$ cat src/rtl/u8d_pkg.sv
// types and constants shared by the utf-8 stream decoder modules
package u8d_pkg;

  // one raw byte of text in
  typedef struct packed {
    logic [7:0] text_byte;
    logic       end_of_text;
  } in_item_t;

  // one decoded result out
  typedef struct packed {
    logic [20:0] code_point;
    logic        substituted;
    logic        run_last;
  } out_item_t;

  // work handed from front to back: replacements first, then an optional value
  typedef struct packed {
    logic [2:0]  repl_count;
    logic        has_value;
    logic [20:0] value;
  } job_t;

  localparam logic [20:0] REPL_CP    = 21'h00FFFD;
  localparam logic [7:0]  ASCII_LIM  = 8'h80;
  localparam logic [7:0]  LEAD2_MASK = 8'hE0;
  localparam logic [7:0]  LEAD2_CODE = 8'hC0;
  localparam logic [7:0]  LEAD3_MASK = 8'hF0;
  localparam logic [7:0]  LEAD3_CODE = 8'hE0;
  localparam logic [7:0]  LEAD4_MASK = 8'hF8;
  localparam logic [7:0]  LEAD4_CODE = 8'hF0;
  localparam logic [7:0]  CONT_MASK  = 8'hC0;
  localparam logic [7:0]  CONT_CODE  = 8'h80;
  localparam logic [7:0]  BITS2_MASK = 8'h1F;
  localparam logic [7:0]  BITS3_MASK = 8'h0F;
  localparam logic [7:0]  BITS4_MASK = 8'h07;
  localparam logic [7:0]  CONT_BITS  = 8'h3F;

  localparam logic [2:0]  LEN2 = 3'd2;
  localparam logic [2:0]  LEN3 = 3'd3;
  localparam logic [2:0]  LEN4 = 3'd4;

endpackage

$ cat src/rtl/u8d_front.sv
// front end: takes bytes, tracks the open sequence and builds result jobs
module u8d_front import u8d_pkg::*; (
  input  logic     clk,
  input  logic     rst,
  input  in_item_t text,
  input  logic     accept,
  output job_t     job,
  output logic     job_valid
);

  logic        seq_active, seq_active_next;
  logic [2:0]  seq_length, seq_length_next;
  logic [1:0]  seq_count, seq_count_next;
  logic [20:0] seq_value, seq_value_next;

  logic [7:0]  b;
  logic        eot;
  logic        cont;
  logic [1:0]  count_inc;
  logic        fresh;
  logic [2:0]  repl;
  logic        has_value;
  logic [20:0] value;

  assign b         = text.text_byte;
  assign eot       = text.end_of_text;
  assign cont      = (b & CONT_MASK) == CONT_CODE;
  assign count_inc = seq_count + 2'd1;

  // classify the byte against the open sequence
  always_comb begin
    seq_active_next = seq_active;
    seq_length_next = seq_length;
    seq_count_next  = seq_count;
    seq_value_next  = seq_value;
    fresh           = 1'b0;
    repl            = 3'd0;
    has_value       = 1'b0;
    value           = '0;

    if (!seq_active) begin
      fresh = 1'b1;
    end else if (cont) begin
      seq_value_next = {seq_value[14:0], 6'(b & CONT_BITS)};
      seq_count_next = count_inc;
      if (({1'b0, count_inc} + 3'd1) >= seq_length) begin
        has_value       = 1'b1;
        value           = seq_value_next;
        seq_active_next = 1'b0;
        seq_length_next = 3'd0;
        seq_count_next  = 2'd0;
        seq_value_next  = '0;
      end else if (eot) begin
        repl            = 3'd1 + {1'b0, count_inc};
        seq_active_next = 1'b0;
        seq_length_next = 3'd0;
        seq_count_next  = 2'd0;
        seq_value_next  = '0;
      end
    end else begin
      // broken sequence: lead and held continuations replaced, byte decoded afresh
      repl            = 3'd1 + {1'b0, seq_count};
      seq_active_next = 1'b0;
      seq_length_next = 3'd0;
      seq_count_next  = 2'd0;
      seq_value_next  = '0;
      fresh           = 1'b1;
    end

    // decode a byte with no sequence open
    if (fresh) begin
      if (b < ASCII_LIM) begin
        has_value = 1'b1;
        value     = {13'd0, b};
      end else if ((b & LEAD2_MASK) == LEAD2_CODE ||
                   (b & LEAD3_MASK) == LEAD3_CODE ||
                   (b & LEAD4_MASK) == LEAD4_CODE) begin
        if ((b & LEAD2_MASK) == LEAD2_CODE) begin
          seq_length_next = LEN2;
          seq_value_next  = {13'd0, b & BITS2_MASK};
        end else if ((b & LEAD3_MASK) == LEAD3_CODE) begin
          seq_length_next = LEN3;
          seq_value_next  = {13'd0, b & BITS3_MASK};
        end else begin
          seq_length_next = LEN4;
          seq_value_next  = {13'd0, b & BITS4_MASK};
        end
        seq_active_next = 1'b1;
        seq_count_next  = 2'd0;
        if (eot) begin
          repl            = repl + 3'd1;
          seq_active_next = 1'b0;
          seq_length_next = 3'd0;
          seq_value_next  = '0;
        end
      end else begin
        repl = repl + 3'd1;
      end
    end
  end

  assign job.repl_count = repl;
  assign job.has_value  = has_value;
  assign job.value      = value;
  assign job_valid      = accept && ((repl != 3'd0) || has_value);

  // sequence state
  always_ff @(posedge clk) begin
    if (rst) begin
      seq_active <= 1'b0;
      seq_length <= 3'd0;
      seq_count  <= 2'd0;
      seq_value  <= '0;
    end else if (accept) begin
      seq_active <= seq_active_next;
      seq_length <= seq_length_next;
      seq_count  <= seq_count_next;
      seq_value  <= seq_value_next;
    end
  end

`ifndef SYNTHESIS
  a_len_legal: assert property (@(posedge clk) disable iff (rst)
    seq_active |-> (seq_length == LEN2 || seq_length == LEN3 || seq_length == LEN4))
    else $error("open sequence with bad length");
  a_count_short: assert property (@(posedge clk) disable iff (rst)
    seq_active |-> (({1'b0, seq_count} + 3'd1) < seq_length))
    else $error("open sequence already complete");
`endif

endmodule

$ cat src/rtl/u8d_fifo.sv
// short job queue between front and back
module u8d_fifo import u8d_pkg::*; #(
  parameter int DEPTH = 4
) (
  input  logic clk,
  input  logic rst,
  input  logic push,
  input  job_t push_job,
  input  logic pop,
  output job_t head,
  output logic head_valid,
  output logic full
);

  localparam int PW = (DEPTH > 1) ? $clog2(DEPTH) : 1;
  localparam int CW = $clog2(DEPTH + 1);
  localparam logic [PW-1:0] LAST_PTR = PW'(DEPTH - 1);
  localparam logic [CW-1:0] FULL_CNT = CW'(DEPTH);

  job_t          slots [DEPTH];
  logic [PW-1:0] wr_ptr;
  logic [PW-1:0] rd_ptr;
  logic [CW-1:0] count;

  assign head       = slots[rd_ptr];
  assign head_valid = count != '0;
  assign full       = count == FULL_CNT;

  // storage
  always_ff @(posedge clk) begin
    if (push) begin
      slots[wr_ptr] <= push_job;
    end
  end

  // pointers and fill level
  always_ff @(posedge clk) begin
    if (rst) begin
      wr_ptr <= '0;
      rd_ptr <= '0;
      count  <= '0;
    end else begin
      if (push) begin
        wr_ptr <= (wr_ptr == LAST_PTR) ? '0 : wr_ptr + PW'(1);
      end
      if (pop) begin
        rd_ptr <= (rd_ptr == LAST_PTR) ? '0 : rd_ptr + PW'(1);
      end
      if (push && !pop) begin
        count <= count + CW'(1);
      end else if (pop && !push) begin
        count <= count - CW'(1);
      end
    end
  end

`ifndef SYNTHESIS
  a_no_overflow: assert property (@(posedge clk) disable iff (rst)
    push |-> !full)
    else $error("job queue overflow");
  a_no_underflow: assert property (@(posedge clk) disable iff (rst)
    pop |-> head_valid)
    else $error("job queue underflow");
`endif

endmodule

$ cat src/rtl/u8d_back.sv
// back end: expands each job into output register results, one per unstalled cycle
module u8d_back import u8d_pkg::*; (
  input  logic      clk,
  input  logic      rst,
  input  job_t      head,
  input  logic      head_valid,
  output logic      pop,
  output logic      cp_valid,
  input  logic      cp_stall,
  output out_item_t cp
);

  logic [2:0] pos;
  logic [2:0] total;
  logic       load;
  logic       last;
  out_item_t  res;

  assign total = head.repl_count + {2'd0, head.has_value};
  assign load  = head_valid && (!cp_valid || !cp_stall);
  assign last  = (pos + 3'd1) == total;
  assign pop   = load && last;

  // pick the result at the current position of the job
  always_comb begin
    if (pos < head.repl_count) begin
      res.code_point  = REPL_CP;
      res.substituted = 1'b1;
    end else begin
      res.code_point  = head.value;
      res.substituted = 1'b0;
    end
    res.run_last = last;
  end

  // position within the job
  always_ff @(posedge clk) begin
    if (rst) begin
      pos <= 3'd0;
    end else if (load) begin
      pos <= last ? 3'd0 : pos + 3'd1;
    end
  end

  // output register
  always_ff @(posedge clk) begin
    if (rst) begin
      cp_valid <= 1'b0;
    end else if (!cp_valid || !cp_stall) begin
      cp_valid <= head_valid;
    end
  end

  always_ff @(posedge clk) begin
    if (load) begin
      cp <= res;
    end
  end

`ifndef SYNTHESIS
  a_pos_in_job: assert property (@(posedge clk) disable iff (rst)
    head_valid |-> (pos < total))
    else $error("result position past end of job");
`endif

endmodule

$ cat src/rtl/utf8_stream_decoder.sv
// top level of the utf-8 stream decoder
//
//   channel | handshake           | payload
//   --------+---------------------+------------------------------------------
//   text    | text_valid/stall    | text_byte, end_of_text
//   cp      | cp_valid/cp_stall   | code_point, substituted, run_last
//
// one byte is taken per cycle while the job queue has room; each byte yields 0 to 4
// results, and the back end sends one result per cycle while cp_stall is low, so a byte
// with n results holds the back end and the queue of QUEUE_DEPTH jobs absorbs that.
// a byte's job is registered in the job queue, its results in the output register.
// synchronous reset clears the sequence state, the queue and the output valid flag.
// text_stall is high only while the job queue is full.
module utf8_stream_decoder import u8d_pkg::*; #(
  parameter int QUEUE_DEPTH = 4
) (
  input  logic      clk,
  input  logic      rst,
  input  logic      text_valid,
  output logic      text_stall,
  input  in_item_t  text,
  output logic      cp_valid,
  input  logic      cp_stall,
  output out_item_t cp
);

  logic accept;
  job_t job;
  logic job_valid;
  job_t head;
  logic head_valid;
  logic pop;
  logic full;

  assign text_stall = full;
  assign accept     = text_valid && !full;

  u8d_front u_front (
    .clk       (clk),
    .rst       (rst),
    .text      (text),
    .accept    (accept),
    .job       (job),
    .job_valid (job_valid)
  );

  u8d_fifo #(
    .DEPTH (QUEUE_DEPTH)
  ) u_fifo (
    .clk        (clk),
    .rst        (rst),
    .push       (job_valid),
    .push_job   (job),
    .pop        (pop),
    .head       (head),
    .head_valid (head_valid),
    .full       (full)
  );

  u8d_back u_back (
    .clk        (clk),
    .rst        (rst),
    .head       (head),
    .head_valid (head_valid),
    .pop        (pop),
    .cp_valid   (cp_valid),
    .cp_stall   (cp_stall),
    .cp         (cp)
  );

endmodule

$ cat config.mk
export PLATFORM = sky130hd
export DESIGN_NAME = utf8_stream_decoder
export DESIGN_NICKNAME = d
export VERILOG_FILES = /design/src/rtl/u8d_pkg.sv /design/src/rtl/u8d_front.sv /design/src/rtl/u8d_fifo.sv /design/src/rtl/u8d_back.sv /design/src/rtl/utf8_stream_decoder.sv
export SDC_FILE = /design/constraint.sdc
export NUM_CORES = 1
export LEC_CHECK = 0
export ABC_AREA = 1
export BUFFER_PORTS_ARGS = -buffer_cell sky130_fd_sc_hd__clkbuf_2
export CAP_MARGIN = 0
export CORE_ASPECT_RATIO = 0.75
export CORE_UTILIZATION = 55
export CTS_BUF_LIST = sky130_fd_sc_hd__clkbuf_4 sky130_fd_sc_hd__clkbuf_8
export CTS_CLUSTER_SIZE = 24
export DETAILED_ROUTE_END_ITERATION = 10
export GPL_ROUTABILITY_DRIVEN = 1
export PLACE_DENSITY = 0.74
export SLEW_MARGIN = 20
export SYNTH_ARGS = -nofsm -noshare
export SYNTH_HDL_FRONTEND = slang
export SYNTH_HIERARCHICAL = 1
export SYNTH_SLANG_ARGS = --single-unit
$ cat constraint.sdc
create_clock -name clk -period 4.2 [get_ports clk]
set_input_delay 1.05 -clock clk [delete_from_list [all_inputs] [get_ports clk]]
set_output_delay 1.05 -clock clk [all_outputs]
set_load 0.005 [all_outputs]
==> results of run 1 <==
## cell families after synthesis
logic type | count (synthesis) | share of synthesized area, %
AOI/OAI and AO/OA | 119 | 10.6
xor gates and xnor gates | 5 | 0.645
adders and majority gates | 17 | 3.24
buffers and inverters | 100 | 7.00
DFF | 157 | 64.4
muxes | 1 | 0.147
and+or+nand+nor | 225 | 14.0
## sequential cells by signal, summed over array words and instances (netlist names), 2 cells and up, named ones only
register	cells
u_fifo/slots	100
u_back/cp	23
u_front/seq_value	15
u_back/pos	3
u_fifo/count	3
u_front/seq_length	3
u_fifo/rd_ptr	2
u_fifo/wr_ptr	2
u_front/seq_count	2
## cell usage in the layout (no fill, tap or decap), drive strengths merged, types with 16 or more instances in the layout
cell    count
edfxtp    123
dfxtp      34
inv        76
clkbuf     54
o22ai      25
nand2      85
o21ai      60
nor2      101
ha         16
or2        16
a21oi      31
## per-stage QoR
step	cells	setup slack [ns]	hold WS (ns)
2_1_floorplan	624	0.895	0.439
3_3_place_gp	810	0.691	0.453
3_5_place_dp	810	0.489	0.458
4_1_cts	842	0.457	0.473
5_1_grt	842	0.113	0.486
6_report	842	0.518	0.471
## layout make-up
type / count / area [µm²]
inverter: 76 / 288
multi-input combinational: 367 / 1950
clock buffer: 17 / 234
clock inverter: 15 / 173
sequential: 157 / 4370
fill: 924 / 4340
timing repair buffer: 48 / 268
tap: 162 / 203
## report_power, final
group	total [mW]	leakage (nW)	internal [mW]	switching [mW]
logic	1.43	1.24	0.509	0.921
clock network	1.14	0.195	0.585	0.553
registers	2.07	1.42	1.99	0.0821
## critical path, cell delays in order (launching register included)
cell      delay (ns)
dfxtp_1         0.44
inv_2           0.08
ha_1            0.33
inv_1           0.08
nand2_1         0.08
and2_1          0.14
ha_1            0.26
nand2_1         0.06
inv_1           0.03
nand2_1         0.08
nand2_2         0.09
o21bai_1        0.13
nand2_1         0.09
nand2_1         0.08
inv_1           0.05
nor2_2          0.15
nor2_1          0.07
a21oi_2         0.25
ha_1            0.23
inv_1           0.08
fa_1            0.39
inv_1           0.07
nand2_1         0.07
nand3_1         0.09
nand2_1         0.06
inv_1           0.05
nor2_1          0.04
## metal layers
metal | routed length (µm) | up-vias | global-route usage [%]
li1 | - | 2187 | -
met1 | 5850 | 2164 | 29.4
met2 | 6350 | 186 | 37.0
met3 | 844 | 17 | 5.15
met4 | 200 | 0 | 8.84
met5 | 0 | - | 0
## final timing paths
check,startpoint,cells after the start,slack (ns),end
min reg2reg,u_front/seq_length[1]$_SDFFE_PP0P_,2,0.47,u_front/seq_length[1]$_SDFFE_PP0P_
max reg2reg,u_front/seq_count[0]$_SDFFE_PP0P_,26,0.52,u_fifo/count[2]$_SDFFE_PP0P_
min,u_front/seq_length[1]$_SDFFE_PP0P_,2,0.47,u_front/seq_length[1]$_SDFFE_PP0P_
max,u_front/seq_count[0]$_SDFFE_PP0P_,26,0.52,u_fifo/count[2]$_SDFFE_PP0P_
## cells in the mapped netlist, drive strengths merged, types with 5 or more instances
cell type | n | area share [%]
nand3 | 15 | 1.3
nor3 | 5 | 0.44
a21oi | 31 | 2.3
buf | 21 | 2.6
dfxtp | 34 | 10
inv | 75 | 4.2
or2 | 16 | 1.5
nor2 | 101 | 5.8
ha | 16 | 2.9
o22ai | 25 | 2.4
edfxtp | 123 | 54
nand2 | 85 | 4.8
o21ai | 60 | 5.5
==> flow_summary.toml, run 1 <==
[run_status]
status = "finished clean"

[final_layout]
final_util_pct = 63.3
layout.nets = 697
area_growth_pct = 10.2
drive_above_1_share_pct = 17.4
final_cell_area_um2 = 7490
diodes = 0

[synthesis]
ys_ff_latch = 157
synth_nets = 654
yosysSeqAreaShare_pct = 64.4
ys.flop_type = "edfxtp_1"
syn_area_per_cell_um2 = 10.9
synth_area_um2 = 6790
syn_inst = 624
synth_edf_count = 123
ys_warn_count = 6
yosysUniqueCellTypes = 38
synthArstFlopShare_pct = 0

[timing]
worst_pin_slew_ns = 0.576
max_freq_mhz = 272
rsz0062_at_grt = "no"
min_period_ns = 3.68
setup_violations = 0
slew_viol_final = 0
finalClockSkew_ns = 0.00994
slew_headroom_pct = 61.6
finalSetupTns_ns = 0
hold_viol = 0
period_share_pct = 87.7

[clock_network]
cts_setup_buffers = 0
htree_levels = 4
cts-buffers-inserted = 17
clock_path_buffers = 2
clock_latency_ns = 0.44
path_clk_slew_ns = 0.08
cts_root_buffer = "clkbuf_8"
cts_sinks = 157
cts_tree = "done"
cts_hold_buf = 0
cts_resized = 0

[floorplanning]
start_util_pct = 57.4
core_area_um2 = 11800
die_x_um = 130
pin_count = 38
rows = 34
dieArea_um2 = 12800
die_h_um = 98.3

[drt]
drc = 0
routedWlPerCell_um = 15.7
ant_nets = 0
drt-pass1-iter-count = 5
vias_per_cell = 5.41
drtIter0Drc = 359
wl_mm = 13.2
vias = 4554

[global_route]
grt_overflow = 0
grt_max_degree = 28
grt_pass1_wl_mm = 21.7
grt_pass1_vias = 4483
antenna_found_initial = 0
grt_use_total_pct = 22.7

[placement]
gp_congestion = 0.928
portBuffers = 37
dpl.hpwl_mm = 8.12
dpl-instance-area_um2 = 7080

[worst_setup_path]
critPathCaptureType = "register"
crit_path_max_fanout = 6
criticalPathCategory = "register to register"
crit_path_start_kind = "register"
critPathRequiredTime_ns = 4.54
arrival_ns = 4.03

[pwr]
p_per_area_nw_per_um2 = 619
power.total_mw = 4.64
p_leak_nw = 2.85
ir_drop_v = 0.000340

[flow_run]
cap_violations = 0

[hold_path]
hp-class = "register to register"
No activity file was read; power rests on OpenSTA's default activity.
==> run 2, diff against run 1 <==
--- a/config.mk
+++ b/config.mk
@@ -18,5 +18,4 @@
 export SLEW_MARGIN = 20
 export SYNTH_ARGS = -nofsm -noshare
 export SYNTH_HDL_FRONTEND = slang
-export SYNTH_HIERARCHICAL = 1
 export SYNTH_SLANG_ARGS = --single-unit
==> constraint.sdc (replaced) <==
create_clock -name clk -period 3.4 [get_ports clk]
set_input_delay 0.85 -clock clk [delete_from_list [all_inputs] [get_ports clk]]
set_output_delay 0.85 -clock clk [all_outputs]
set_load 0.005 [all_outputs]
==> run 2 against run 1 <==
  * The run now ends with setup timing left
  * Core utilization is 3.0 points higher
  * Largest cell class unchanged
  * Non-clock buffer count is 20 higher
  * Die area is 1.7% lower
  * Sequential power is 25% higher
  * Highest routed layer unchanged
  * Critical path type unchanged
  * Critical path depth is 3 higher
  * Final cell count is 0.12% higher
  * Clock skew is 0.0093 ns higher
  * Worst hold slack worse by 0.0011 ns
  * Area after synthesis is 1.7% lower
  * Wire length is 3.9% higher
  * Global-route usage is 0.41 points higher
  * Sequential cell count stayed put
==> flow_summary.toml, run 2 <==
[run_status]
status = "finished with violations"
violations = "setup timing"

[global_route]
grt_use_total_pct = 23.1
grt_max_degree = 29
grt_pass1_wl_mm = 21.8
grt_pass1_vias = 4328
antenna_found_initial = 0
grt_overflow = 0

[synthesis]
syn_area_per_cell_um2 = 11.0
synth_top_area_cell = "edfxtp_1"
ys_ff_latch = 157
ys_warn_count = 0
yosysSeqAreaShare_pct = 65.5
ys_top_cells_by_area = "edfxtp_1 (55%), dfxtp_1 (10%), nor2_1 (5.1%)"
yosysUniqueCellTypes = 43
synthArstFlopShare_pct = 0
synth.top_cell.area_share_pct = 55.3
synth_edf_count = 123
yosysMostFrequentCell = "edfxtp_1"
ys.flop_type = "edfxtp_1"
synth_common_cells = "edfxtp_1 (123), nor2_1 (91), nand2_1 (77)"
syn_inst = 605
synth_nets = 636
synth_area_um2 = 6680

[placement]
portBuffers = 37
dp.cells = 805
gp_congestion = 0.881
dpl-instance-area_um2 = 7210
dpl.hpwl_mm = 8.77

[clock_network]
path_clk_slew_ns = 0.09
cts_hold_buf = 0
cts_sinks = 157
clock_path_buffers = 2
clock_latency_ns = 0.44
cts_root_buffer = "clkbuf_8"
htree_levels = 4
cts-buffers-inserted = 17
cts_tree = "done"

[final_layout]
layout_common_cells = "edfxtp_1 (123), nor2_1 (86), nand2_1 (72)"
final_cell_area_um2 = 7750
layout.nets = 700
largest_reg_flops = 100
area_growth_pct = 16.1
layout_commonest_cell = "edfxtp_1"
fin_cells = 843
reg_top3 = "u_fifo.slots x100, u_back.cp x23, u_front.seq_value x15"
largest-register = "u_fifo.slots"
drive_above_1_share_pct = 23.5
diodes = 0
final_util_pct = 66.3

[timing]
finalClockSkew_ns = 0.0193
slew_headroom_pct = 66.9
slew_viol_final = 0
setup_violations = 1
finalSetupTns_ns = -0.00247
hold_viol = 0
min_period_ns = 3.40
worst_pin_slew_ns = 0.493
layout_setup_ws_ns = -0.00247
rsz0062_at_grt = "yes"
max_freq_mhz = 294
period_share_pct = 100

[worst_setup_path]
crit_path_max_fanout = 3
cp_slowest_cell = "fa_2"
crit_path_start_kind = "register"
critPathRequiredTime_ns = 3.78
slowest_delay_ns = 0.39
arrival_ns = 3.78
criticalPathCategory = "register to register"
critPathCaptureType = "register"

[drt]
vias_per_cell = 5.45
drt-pass1-iter-count = 5
drc = 0
routedWlPerCell_um = 16.3
drtIter0Drc = 407
vias = 4595
ant_nets = 0
wl_mm = 13.8

[floorplanning]
pin_count = 38
dieArea_um2 = 12600
start_util_pct = 57.1
die_h_um = 97.4
die_x_um = 129
rows = 34
core_area_um2 = 11700

[pwr]
ir_drop_v = 0.000314
p_sw_mw = 1.85
clkPwrFrac_pct = 24.6
switching_share_pct = 32.7
intPower_mw = 3.80
p_leak_nw = 2.86
p_seq_share_pct = 45.7
pwr-share-comb_pct = 29.7
p_per_area_nw_per_um2 = 728
power.total_mw = 5.65

[flow_run]
cap_violations = 0

[hold_path]
hp-class = "register to register"
[run 2: cell types whose count changed in the layout (fill, tap and decap cells not counted), sizes merged, moves of 2 or more]
cell,before,now
o221ai,0,15
nand3,15,23
clkbuf,54,56
o22ai,25,2
nor3,5,0
buf,11,31
a21oi,31,40
clkinv,9,7
or2,16,2
inv,76,67
nor2,101,95
nand2,85,87
[run 2: per-stage QoR]
stage | worst slack (ns) | hold slack (ns)
2_1_floorplan | -0.0216 | 0.440
3_3_place_gp | 0.0796 | 0.452
3_5_place_dp | -0.0783 | 0.459
4_1_cts | 0.00393 | 0.471
5_1_grt | -0.165 | 0.494
6_report | -0.00247 | 0.470
[run 2: worst max-delay path: cells and delay by family, from the launching register on]
family,cells,cell delay (ns)
simple gates,15,1.24
fa+ha+maj,5,1.12
compound gates,3,0.35
flops,1,0.34
buf+inv,6,0.29
[run 2: power by group through the flow]
stage / registers (mW) / clock network, mW / logic, mW
after floorplan: 2.63 / 0 / 1.06
after global placement: 2.61 / 0 / 1.56
after detailed placement: 2.63 / 0 / 1.63
after CTS: 2.58 / 1.40 / 1.65
after global routing: 2.61 / 1.48 / 1.89
final: 2.58 / 1.39 / 1.68
[run 2: path summary, 6_finish.rpt]
check	from	end	slack [ns]	cells after the start
max	u_front.seq_count[0]$_SDFFE_PP0P_	u_fifo.count[2]$_SDFFE_PP0P_	-0.002	29
min	u_front.seq_value[14]$_SDFFE_PP0P_	u_front.seq_value[14]$_SDFFE_PP0P_	0.47	2
max reg2reg	u_front.seq_count[0]$_SDFFE_PP0P_	u_fifo.count[2]$_SDFFE_PP0P_	-0.002	29
min reg2reg	u_front.seq_value[14]$_SDFFE_PP0P_	u_front.seq_value[14]$_SDFFE_PP0P_	0.47	2
[run 2: layout make-up]
cell class,instances,area [µm²]
Inverter,67,260
Multi-Input combinational cell,358,2050
Clock buffer,19,249
Fill cell,883,3940
Timing Repair Buffer,68,468
Clock inverter,12,145
Sequential cell,157,4380
Tap cell,162,203
[run 2: layer usage]
layer / routed length, µm / vias to the layer above / share of wire, % / track usage, %
met3: 867 / 24 / 6.3 / 4.68
met1: 6450 / 2196 / 47 / 34.0
li1: - / 2203 / - / -
met4: 222 / 0 / 1.6 / 7.60
met2: 6220 / 172 / 45 / 34.2
met5: 0 / - / 0 / 0
[run 2: repair_timing]
item / in CTS / in global routing
buffers inserted: 1 / 6
pin swaps: 4 / 19
resized for setup: 3 / 24
setup endpoints to repair: 2 / 2
[run 2: logic make-up (layout without fill, tap and decap cells)]
| kind of cell | count (synthesis) | in the layout | share of synthesized area [%] |
|---|---|---|---|
| and+or+nand+nor | 214 | 214 | 13.9 |
| muxes | 1 | 1 | 0.150 |
| buffers and inverters | 90 | 166 | 5.60 |
| adders and majority gates | 18 | 18 | 3.48 |
| DFF | 157 | 157 | 65.5 |
| AOI/OAI and AO/OA | 121 | 121 | 10.6 |
| xor gates and xnor gates | 4 | 4 | 0.750 |
==> run 3, diff against run 2 <==
--- a/config.mk
+++ b/config.mk
@@ -8,14 +8,15 @@
 export ABC_AREA = 1
 export BUFFER_PORTS_ARGS = -buffer_cell sky130_fd_sc_hd__clkbuf_2
 export CAP_MARGIN = 0
-export CORE_ASPECT_RATIO = 0.75
+export CORE_ASPECT_RATIO = 1.1
 export CORE_UTILIZATION = 55
 export CTS_BUF_LIST = sky130_fd_sc_hd__clkbuf_4 sky130_fd_sc_hd__clkbuf_8
 export CTS_CLUSTER_SIZE = 24
 export DETAILED_ROUTE_END_ITERATION = 10
 export GPL_ROUTABILITY_DRIVEN = 1
-export PLACE_DENSITY = 0.74
+export PLACE_DENSITY = 0.73
 export SLEW_MARGIN = 20
 export SYNTH_ARGS = -nofsm -noshare
 export SYNTH_HDL_FRONTEND = slang
+export SYNTH_HIERARCHICAL = 1
 export SYNTH_SLANG_ARGS = --single-unit
==> run 3 against run 2 <==
  * The run now ends clean
  * Final area fell by 2.0%
  * Core utilization fell by 3.1 points
  * Clock power barely moved
==> flow_summary.toml, run 3 (synthesized netlist as in run 1, its figures left out) <==
[final_layout]
diodes = 0
fin_cells = 841
area_growth_pct = 11.9
reg_top3 = "u_fifo/slots x100, u_back/cp x23, u_front/seq_value x15"
drive_above_1_share_pct = 19.2
multi_input_area_um2 = 1970
final_cell_area_um2 = 7600
largest-register = "u_fifo/slots"
layout_commonest_cell = "edfxtp_1"
seq_area_um2 = 4380
layout.nets = 704
layout_common_cells = "edfxtp_1 (123), nor2_1 (97), nand2_1 (82)"
largest_reg_flops = 100
num-fill-cells = 946
final_util_pct = 63.2

[timing]
hold_viol = 0
slew_headroom_pct = 59.6
rsz0062_at_grt = "no"
worst_pin_slew_ns = 0.606
slew_viol_final = 0
max_freq_mhz = 314
finalSetupTns_ns = 0
min_period_ns = 3.19
layout_setup_ws_ns = 0.212
setup_violations = 0
whs_ns = 0.469
finalClockSkew_ns = 0.0128
period_share_pct = 93.8

[floorplanning]
dieArea_um2 = 12800
pin_count = 38
die_h_um = 119
core_area_um2 = 12000
rows = 42
start_util_pct = 56.5
die_x_um = 108

[worst_setup_path]
critPathBufInv = 4
crit_family = "adder cells"
reg2reg_depth = 21
crit_path_max_fanout = 5
crit_path_start_kind = "register"
arrival_ns = 3.53
crit_chain = "inv_4 > ha_4 > inv_1 > nand2_1 > and2_1 > ha_1 > nand2_1 > inv_1 > nand2_1 > nand2_2 > o21bai_1 > nand2_1 > nor2_2 > nor2_4 > nor2_1 > a21oi_2 > ha_2 > inv_1 > fa_2 > o21ai_0 > nor2_1"
critPathRequiredTime_ns = 3.74
critical_path_depth = 21
critPathCaptureType = "register"
cp_slowest_cell = "fa_2"
criticalPathCategory = "register to register"
critPathMostFrequentCell = "nand2_1"
rrSetupSlack_ns = 0.21
slowest_delay_ns = 0.43
r2r_end = "u_fifo/count[1]$_SDFFE_PP0P_"
r2r_start = "u_front/seq_count[0]$_SDFFE_PP0P_"

[placement]
dpl-instance-area_um2 = 7150
place_worst_setup_slack_ns = 0.0581
gp_congestion = 0.845
portBuffers = 37
dpl.hpwl_mm = 8.40
dp.cells = 807

[clock_network]
clock_latency_ns = 0.44
cts_sinks = 157
cts-buffers-inserted = 17
clock_path_buffers = 2
htree_levels = 4
cts_tree = "done"
cts_root_buffer = "clkbuf_8"
path_clk_slew_ns = 0.08

[drt]
vias_per_cell = 5.37
routedWlPerCell_um = 15.8
drt-pass1-iter-count = 5
ant_nets = 0
vias = 4517
wl_mm = 13.3
drtIter0Drc = 286
drc = 0

[global_route]
grt_overflow = 0
grt_max_degree = 28
antenna_found_initial = 0
grt_use_total_pct = 22.7
grt_pass1_wl_mm = 21.6
grt_pass1_vias = 4497

[pwr]
p_leak_nw = 2.90
power.total_mw = 5.71
ir_drop_v = 0.000347
p_per_area_nw_per_um2 = 752

[hold_path]
hold_path_depth = 2
min_from = "u_front/seq_length[2]$_SDFFE_PP0P_"
hold_end = "u_front/seq_length[2]$_SDFFE_PP0P_"
hp-class = "register to register"

[run_status]
status = "finished clean"

[flow_run]
cap_violations = 0
[run 3: layout make-up]
| type | count | area share, % |
|---|---|---|
| Tap cell | 154 | 2.53 |
| Timing Repair Buffer | 55 | 4.87 |
| Sequential cell | 157 | 57.6 |
| Inverter | 76 | 3.82 |
| Multi-Input combinational cell | 367 | 26.0 |
| Clock inverter | 11 | 1.53 |
| Clock buffer | 21 | 3.72 |
[run 3: tightest hold or removal path, cell delays in order, from the launching register on]
cell,delay [ns]
dfxtp_1,0.31
nand2_1,0.06
a21oi_1,0.05
[run 3: worst max-delay path by stage]
stage | from | end | slack (ns)
floorplan | u_front/seq_count[0]$_SDFFE_PP0P_ | u_fifo/count[2]$_SDFFE_PP0P_ | 0.09
global placement | u_front/seq_count[0]$_SDFFE_PP0P_ | u_fifo/count[2]$_SDFFE_PP0P_ | 0.20
detailed placement | u_front/seq_count[0]$_SDFFE_PP0P_ | u_fifo/count[2]$_SDFFE_PP0P_ | 0.06
CTS | u_front/seq_count[0]$_SDFFE_PP0P_ | u_fifo/count[2]$_SDFFE_PP0P_ | 0.06
global route | u_front/seq_count[0]$_SDFFE_PP0P_ | u_fifo/count[2]$_SDFFE_PP0P_ | 0.01
finish | u_front/seq_count[0]$_SDFFE_PP0P_ | u_fifo/count[1]$_SDFFE_PP0P_ | 0.21
[run 3: timing repair]
| item | CTS | global route |
|---|---|---|
| gates resized for setup | 0 | 8 |
| buffers inserted | 0 | 2 |
| endpoints found under the setup margin | 0 | 2 |
| hold buffers | 0 | 0 |
| endpoints found under the hold margin | 0 | 0 |
[run 3: report_power, final]
group	internal (mW)	leakage [nW]	switching (mW)	total (mW)
clock	0.711	0.191	0.651	1.36
sequential	2.45	1.42	0.131	2.58
combinational	0.662	1.29	1.10	1.77
[run 3: layer usage]
| layer | up-vias | GRT usage, % | routed length (µm) |
|---|---|---|---|
| li1 | 2199 | - | - |
| met1 | 2174 | 26.8 | 5540 |
| met2 | 123 | 39.1 | 6890 |
| met3 | 21 | 5.90 | 573 |
| met5 | - | 0 | 0 |
| met4 | 0 | 8.82 | 252 |
